--- config.mk ---
export PLATFORM = sky130hd
export DESIGN_NAME = pwsa_div
export DESIGN_NICKNAME = d
export VERILOG_FILES = /design/src/rtl/pwsa_pkg.sv /design/src/rtl/pwsa_div.sv
export SDC_FILE = /design/constraint.sdc
export NUM_CORES = 2
export LEC_CHECK = 0
export BUFFER_PORTS_ARGS = -buffer_cell sky130_fd_sc_hd__buf_2
export CAP_MARGIN = 20
export CELL_PAD_IN_SITES_DETAIL_PLACEMENT = 1
export CELL_PAD_IN_SITES_GLOBAL_PLACEMENT = 1
export CORE_MARGIN = 4
export CORE_UTILIZATION = 40
export DETAILED_ROUTE_END_ITERATION = 8
export GPL_TIMING_DRIVEN = 0
export PLACE_DENSITY_LB_ADDON = 0.2
export SKIP_LAST_GASP = 1
export SLEW_MARGIN = 0
export SYNTH_ARGS = -nofsm -noshare
export SYNTH_HDL_FRONTEND = slang
export SYNTH_SLANG_ARGS = --single-unit
export TNS_END_PERCENT = 1
--- constraint.sdc ---
create_clock -name clk -period 8.3 [get_ports clk]
set_input_delay 1.66 -clock clk [delete_from_list [all_inputs] [get_ports clk]]
set_output_delay 1.66 -clock clk [all_outputs]
set_load 0.005 [all_outputs]
--- src/rtl/pwsa_pkg.sv ---
// Shared types and constants for the perspective warp source address block.
package pwsa_pkg;

  localparam int COORD_W    = 11;
  localparam int COEF_W     = 32;
  localparam int NUM_COEF   = 8;
  localparam int COEF_IDX_W = $clog2(NUM_COEF);
  localparam int PADDR_W    = COEF_IDX_W + 2;
  localparam int PDATA_W    = 32;

  localparam int FRAC_NUM = 16;
  localparam int FRAC_DEN = 30;

  localparam int PROD_W = COORD_W + 1 + COEF_W;
  localparam int SUM_W  = PROD_W + 2;
  localparam int DEN_W  = PROD_W;
  localparam int MAG_W  = DEN_W - FRAC_NUM;

  localparam int SRC_W      = 12;
  localparam int SRC_WIDTH  = 4096;
  localparam int SRC_HEIGHT = 4096;

  localparam int REM_W  = DEN_W + SRC_W;
  localparam int CMP_W  = MAG_W + FRAC_DEN - SRC_W;
  localparam int DIV_ST = SRC_W + 1;
  localparam int NST    = 3 + DIV_ST + 1;

  localparam logic signed [SUM_W-1:0] DEN_ONE = SUM_W'(1) <<< FRAC_DEN;

  typedef logic signed [COEF_W-1:0] coef_t;

  typedef enum logic [COEF_IDX_W-1:0] {
    REG_COEF_XX       = 3'd0,
    REG_COEF_XY       = 3'd1,
    REG_COEF_X_OFFSET = 3'd2,
    REG_COEF_YX       = 3'd3,
    REG_COEF_YY       = 3'd4,
    REG_COEF_Y_OFFSET = 3'd5,
    REG_PERSP_X       = 3'd6,
    REG_PERSP_Y       = 3'd7
  } coef_idx_t;

  localparam coef_t COEF_RST [NUM_COEF] = '{
    32'sd65536, 32'sd0, 32'sd0, 32'sd0, 32'sd65536, 32'sd0, 32'sd0, 32'sd0
  };

  typedef struct packed {
    logic [MAG_W-1:0] mag;
    logic             neg;
    logic             den_ok;
    logic [DEN_W-1:0] den;
  } div_in_t;

  typedef struct packed {
    logic [SRC_W-1:0] q;
    logic             ok;
  } div_out_t;

endpackage

--- src/rtl/pwsa_div.sv ---
// Pipelined restoring divider lane: range check, then one quotient bit per stage.
module pwsa_div (
  input  logic                         clk,
  input  logic [pwsa_pkg::DIV_ST-1:0]  ld,
  input  pwsa_pkg::div_in_t            din,
  output pwsa_pkg::div_out_t           dout
);
  import pwsa_pkg::*;

  logic [REM_W-1:0] rem_r [DIV_ST];
  logic [DEN_W-1:0] den_r [DIV_ST];
  logic [SRC_W-1:0] q_r   [DIV_ST];
  logic             ok_r  [DIV_ST];
  logic             neg_r [DIV_ST];
  logic [REM_W-1:0] dsh   [DIV_ST-1];
  logic             ovf;

  // quotient >= 2^SRC_W  <=>  mag * 2^(FRAC_DEN - SRC_W) >= den
  assign ovf = (CMP_W'(din.mag) << (FRAC_DEN - SRC_W)) >= CMP_W'(din.den);

  always_comb begin
    for (int j = 1; j < DIV_ST; j++) begin
      dsh[j-1] = REM_W'(den_r[j-1]) << (DIV_ST - 1 - j);
    end
  end

  always_ff @(posedge clk) begin
    if (ld[0]) begin
      rem_r[0] <= REM_W'(din.mag) << FRAC_DEN;
      den_r[0] <= din.den;
      q_r[0]   <= '0;
      ok_r[0]  <= din.den_ok && !ovf;
      neg_r[0] <= din.neg;
    end
    for (int j = 1; j < DIV_ST; j++) begin
      if (ld[j]) begin
        den_r[j] <= den_r[j-1];
        ok_r[j]  <= ok_r[j-1];
        neg_r[j] <= neg_r[j-1];
        if (rem_r[j-1] >= dsh[j-1]) begin
          rem_r[j] <= rem_r[j-1] - dsh[j-1];
          q_r[j]   <= q_r[j-1] | (SRC_W'(1) << (DIV_ST - 1 - j));
        end else begin
          rem_r[j] <= rem_r[j-1];
          q_r[j]   <= q_r[j-1];
        end
      end
    end
  end

  // a negative numerator stays in range only when its quotient truncates to zero
  assign dout.q  = q_r[DIV_ST-1];
  assign dout.ok = ok_r[DIV_ST-1] && (!neg_r[DIV_ST-1] || q_r[DIV_ST-1] == '0);

endmodule

Word level (Yosys, flattened, before mapping)
Memory sizes are Yosys's and may differ from the RTL's.
Index checks and enable logic that the tools add are counted.
{"block": "word_totals", "mem_count": 5, "ramBits": 1482, "in_bits": 88, "regBits": 0}
{"memory": "rem_r", "depth": 13, "word_bits": 56, "read_ports": 12, "rd_ports_with_merged_regs": 0, "wr": 13, "line_no": "pwsa_div.sv:10", "rtl": "logic [REM_W-1:0] rem_r [DIV_ST];"}
{"memory": "den_r", "depth": 13, "word_bits": 44, "read_ports": 12, "rd_ports_with_merged_regs": 0, "wr": 13, "line_no": "pwsa_div.sv:11", "rtl": "logic [DEN_W-1:0] den_r [DIV_ST];"}
{"memory": "q_r", "depth": 13, "word_bits": 12, "read_ports": 13, "rd_ports_with_merged_regs": 0, "wr": 13, "line_no": "pwsa_div.sv:12", "rtl": "logic [SRC_W-1:0] q_r [DIV_ST];"}
{"memory": "neg_r", "depth": 13, "word_bits": 1, "read_ports": 13, "rd_ports_with_merged_regs": 0, "wr": 13, "line_no": "pwsa_div.sv:14", "rtl": "logic neg_r [DIV_ST];"}
{"memory": "ok_r", "depth": 13, "word_bits": 1, "read_ports": 13, "rd_ports_with_merged_regs": 0, "wr": 13, "line_no": "pwsa_div.sv:13", "rtl": "logic ok_r [DIV_ST];"}
{"block": "classes", "add_sub_neg": 12, "n_mux": 122, "bitwise": 24, "n_lt_le_gt_ge": 13, "reduce_logical": 6}
{"cell": "$mux 56", "count": 12}
{"cell": "$mux 12", "count": 12}
{"cell": "$mux 1", "count": 98}
{"cell": "$ge 56x44->1", "count": 1}
{"cell": "$ge 56x45->1", "count": 1}
{"cell": "$ge 56x46->1", "count": 1}
{"cell": "$ge 56x47->1", "count": 1}
{"cell": "$ge 56x48->1", "count": 1}
{"cell": "$ge 56x49->1", "count": 1}
{"cell": "$ge 56x50->1", "count": 1}
{"cell": "$ge 56x51->1", "count": 1}
{"cell": "$ge 56x52->1", "count": 1}
{"cell": "$ge 56x53->1", "count": 1}
{"cell": "$ge 56x54->1", "count": 1}
{"cell": "$ge 56x55->1", "count": 1}
{"cell": "$sub 56x44->56", "count": 1}
{"cell": "$sub 56x45->56", "count": 1}
{"cell": "$sub 56x46->56", "count": 1}
{"cell": "$sub 56x47->56", "count": 1}
{"cell": "$sub 56x48->56", "count": 1}
{"cell": "$sub 56x49->56", "count": 1}
{"cell": "$sub 56x50->56", "count": 1}
{"cell": "$sub 56x51->56", "count": 1}
{"cell": "$sub 56x52->56", "count": 1}
{"cell": "9 further kinds", "count": 34}

Logic depth before layout (Yosys ltp)
An unclocked memory read counts as a cell.
{"block": "depth", "ltp_word": 6, "mapped_depth": 16, "mapped_depth_nobuf": 14}

Least setup slack after synthesis
Ideal clock, no wire load.
{"block": "synth_path", "kind": "input -> register", "from": "in ld[11] (netlist bit)", "to": "mem q_r[11][1] (netlist: q_r[2][37]) (enable)", "n_path_buf": 1, "slack_ps": 4390, "arrival_ps": 3463, "required_ps": 7853, "setup_ps": 447, "cell_stages": 1, "path_cell_list": "clkbuf_1"}
{"item": "from (decl)", "line_no": "pwsa_div.sv:4", "rtl": "input logic [pwsa_pkg::DIV_ST-1:0] ld,"}
{"item": "to (decl)", "line_no": "pwsa_div.sv:12"}

==> summary.txt <==
Worst setup path
  • Critical Path Start Type: flip-flop
  • Crit Path Category: flip-flop to flip-flop
  • Peak fanout along the critical path: 10
  • WP data arrival: ~6000 ps
  • Slowest stage delay, CP: around 870 ps
  • Crit. End Element: flip-flop
  • Max stage delay cell, worst path: nor3_2
  • Worst Path Required: 8770 ps
  • CP cell instances: inv_1 > ha_1 > nor2b_1 > o31a_1 > o211ai_1 > a21oi_1 > o21ai_1 > a21oi_1 > o211ai_1 > a21boi_0 > nor3_2 > clkbuf_1 > o21ai_0

Synthesis
  • Yosys cell types: 99
  • Netlist Area Pre-Place: between 70000 and 80000 sq um
  • Gate Count Post-Synth: 7077
  • Ys async rst share: 0%
  • Syn Area/Cell: 10.3 sq um
  • Main flop type after synthesis: edfxtp_1
  • Syn. warnings: 0
  • Net Count, Synth: around 7700
  • EDFF count, synth: 1208
  • Seq cells post-synth: about 1200
  • Seq/Total Area, Yosys: 49.8%

Timing
  • # setup viols final: 0
  • WHS: 416 ps
  • Max frequency: 180 MHz
  • Final Max Tran Viols: 0
  • Setup TNS: 0 ps
  • Fin. Hold Viols: 0
  • Unrepaired setup endpoints after global routing: false
  • Worst setup margin: 2740 ps
  • Clk_skew: ~19 ps
  • Crit path time final: 5560 ps
  • Rel. slew slack: 15.7%
  • Worst-margin pin slew: 1250 ps
  • Fin crit share: 67.0%

Finish
  • Final Instance Area: ~81000 sq um
  • Storage cell area: 36300 sq um
  • Post-Layout Cell Count: 9835
  • Fin nets: 7986
  • Layout cells sized above 1: 6.87%
  • Area growth, synth to finish: 11.8%
  • Fill cells: approximately 20000
  • Multi-input logic area: around 33000 sq um

Die
  • Core ar.: between 150000 and 200000 sq um
  • Die extent in x: 435 um
  • Number of I/O pins: 101
  • Starting Density: approximately 40%
  • Die height: 435 um
  • Cell Rows: 156
  • Die Area: 189000 sq um

Clocking
  • Post-CTS Setup Bufs: 0
  • CTS Hold Bufs: 0
  • Clock Path Buffers: 3
  • CTS tree: built
  • Latest clock arrival within the worst-skew pair: 790 ps
  • Total CTS buffers: 147
  • CTS H-Tree Depth: 4
  • Sink Count: about 1200
  • Root Buffer: clkbuf_16
  • Clk pin slew, worst setup/hold paths: 60 ps
  • CTS resizes: 0

Power
  • Maximum VDD drop: 203 uV
  • Pwr Density: roughly 350 nW/um^2
  • Leakage: 32.8 nW

Placement
  • Port-buffer cells: 100
  • Detailed placement HPWL: 182000 um
  • GP Congestion: 0.924
  • DP Cell Count: ~9600
  • Placed cell areas: 76700 sq um
  • Dpl ws: about 2400 ps

Global route
  • Initial antenna violation count: 1
  • Largest net degree at the start of global routing: 73
  • All-layer global routing usage: a little under a quarter
  • First-pass GRT wire length: ~340000 um
  • Vias in the first global route: 58362
  • Total gr overflow: 0

Detailed routing
  • DRT Wirelength: ~220000 um
  • # DRC: 0
  • DR vias: 53040
  • Starting DRT DRC Count: 2120
  • Drt via density: 5.39
  • Remaining antenna violation count: 0
  • Initial DRT Pass Iterations: 5
  • Post-DR wirelength/cell: 22.3 um

Worst hold path
  • Worst min-delay path class: flip-flop to flip-flop

Flow run
  • Max-cap violations: 0

Status
  • Status: finished, final reports clean
[state kept, by name (all words and copies together) (netlist names)]
signal / count
neg_r: 13
rem_r: 576
q_r: 78
ok_r: 13
den_r: 528
[worst max-delay path: cells and delay by family (launching register included)]
kind	cells	cell delay (ps)
compound gates	8	2680
buf+inv	2	820
simple gates	2	1020
flops	1	440
fa+ha+maj	1	240
[metal layers]
| layer | wire length (um) | global-route usage (%) |
|---|---|---|
| met1 | 78700 | 22.6 |
| met2 | 120000 | 45.3 |
| met3 | 4460 | 2.38 |
| met4 | 15800 | 14.8 |
| met5 | 0 | 0 |
[power breakdown]
group          internal, W  switching [W]  total [W]
logic              0.00503        0.00767     0.0127
registers          0.00890       0.000981    0.00988
clock network      0.00368        0.00248    0.00616
total               0.0176         0.0111     0.0287
[worst paths after layout]
path	from	to	slack (ps)	depth (start not counted)
hold / removal	q_r[2][28]	q_r[2][40]	420	0
hold reg to reg	q_r[2][28]	q_r[2][40]	420	0
setup / recovery	den_r[1][1]	rem_r[1][100]	2740	13
setup reg to reg	den_r[1][1]	rem_r[1][100]	2740	13
[cell usage after synthesis, drive strengths merged, types with 17 or more instances]
master | instances | share of area (%)
a211oi | 31 | 0.33
a21boi | 22 | 0.23
a21o | 294 | 3.0
a21oi | 729 | 5.0
a31o | 18 | 0.22
a31oi | 63 | 0.54
and2 | 34 | 0.29
and3 | 60 | 0.52
and4 | 18 | 0.22
buf | 59 | 0.41
clkbuf | 191 | 0.98
edfxtp | 1208 | 50
ha | 535 | 9.2
inv | 656 | 3.4
mux2 | 64 | 0.99
nand2 | 571 | 2.9
nand2b | 71 | 0.61
nand3 | 111 | 0.76
nand4 | 132 | 1.1
nor2 | 519 | 2.7
nor2b | 74 | 0.64
nor3 | 101 | 0.71
nor4 | 46 | 0.44
o211ai | 44 | 0.45
o21a | 57 | 0.59
o21ai | 485 | 3.3
o21bai | 85 | 0.88
o31ai | 40 | 0.41
or2 | 17 | 0.15
or3 | 22 | 0.20
or4 | 17 | 0.18
xnor2 | 275 | 3.3
xor2 | 213 | 2.6
[stage by stage]
stage / utilization (%) / total power [W]
global placement: 42.2 / 0.0225
finish: 45.0 / 0.0287
floorplan: - / 0.0189
detailed placement: 42.4 / 0.0227
global route: 45.0 / 0.0309
CTS: 44.9 / 0.0290
[cells by family after synthesis]
kind of cell / after synthesis / share of synthesized area, %
xor gates and xnor gates: 488 / 5.87
adders and majority gates: 545 / 9.46
DFF: 1208 / 49.8
and+or+nand+nor: 1832 / 11.9
buffers and inverters: 906 / 4.78
muxes: 67 / 1.03
AOI/OAI and AO/OA: 2031 / 17.2
[placed cells by master, fill, tap and decap left out, types with 32 or more instances in the layout]
master     Yosys  final
a21o_1       294    294
a21oi_1      726    726
a31oi_1       63     62
and2_1        32     32
and3_1        60     60
buf_2         45    146
clkbuf_1     191    212
clkbuf_16      0    151
clkinv_1       0     34
edfxtp_1    1208   1208
ha_1         535    535
inv_1        654    654
mux2_2        64     64
nand2_1      571    571
nand2b_1      71     71
nand3_1      111    111
nand4_1      132    132
nor2_1       519    519
nor2b_1       74     74
nor3_1        99     99
nor4_1        44     42
o211ai_1      44     44
o21a_1        57     57
o21ai_0      446    446
o21ai_1       38     38
o21bai_1      85     85
o31ai_1       40     39
xnor2_1      275    275
xor2_1       213    213
[cell type report]
type	instances	share of cell area [%]
clock buffer	183	4.79
tap	2370	3.64
sequential	1208	44.5
antenna	3	0.00922
multi-input combinational	4963	40.7
inverter	656	3.02
clock inverter	75	0.844
buffer	250	1.28
timing repair buffer	127	1.17
No activity file was read; power rests on OpenSTA's default activity.
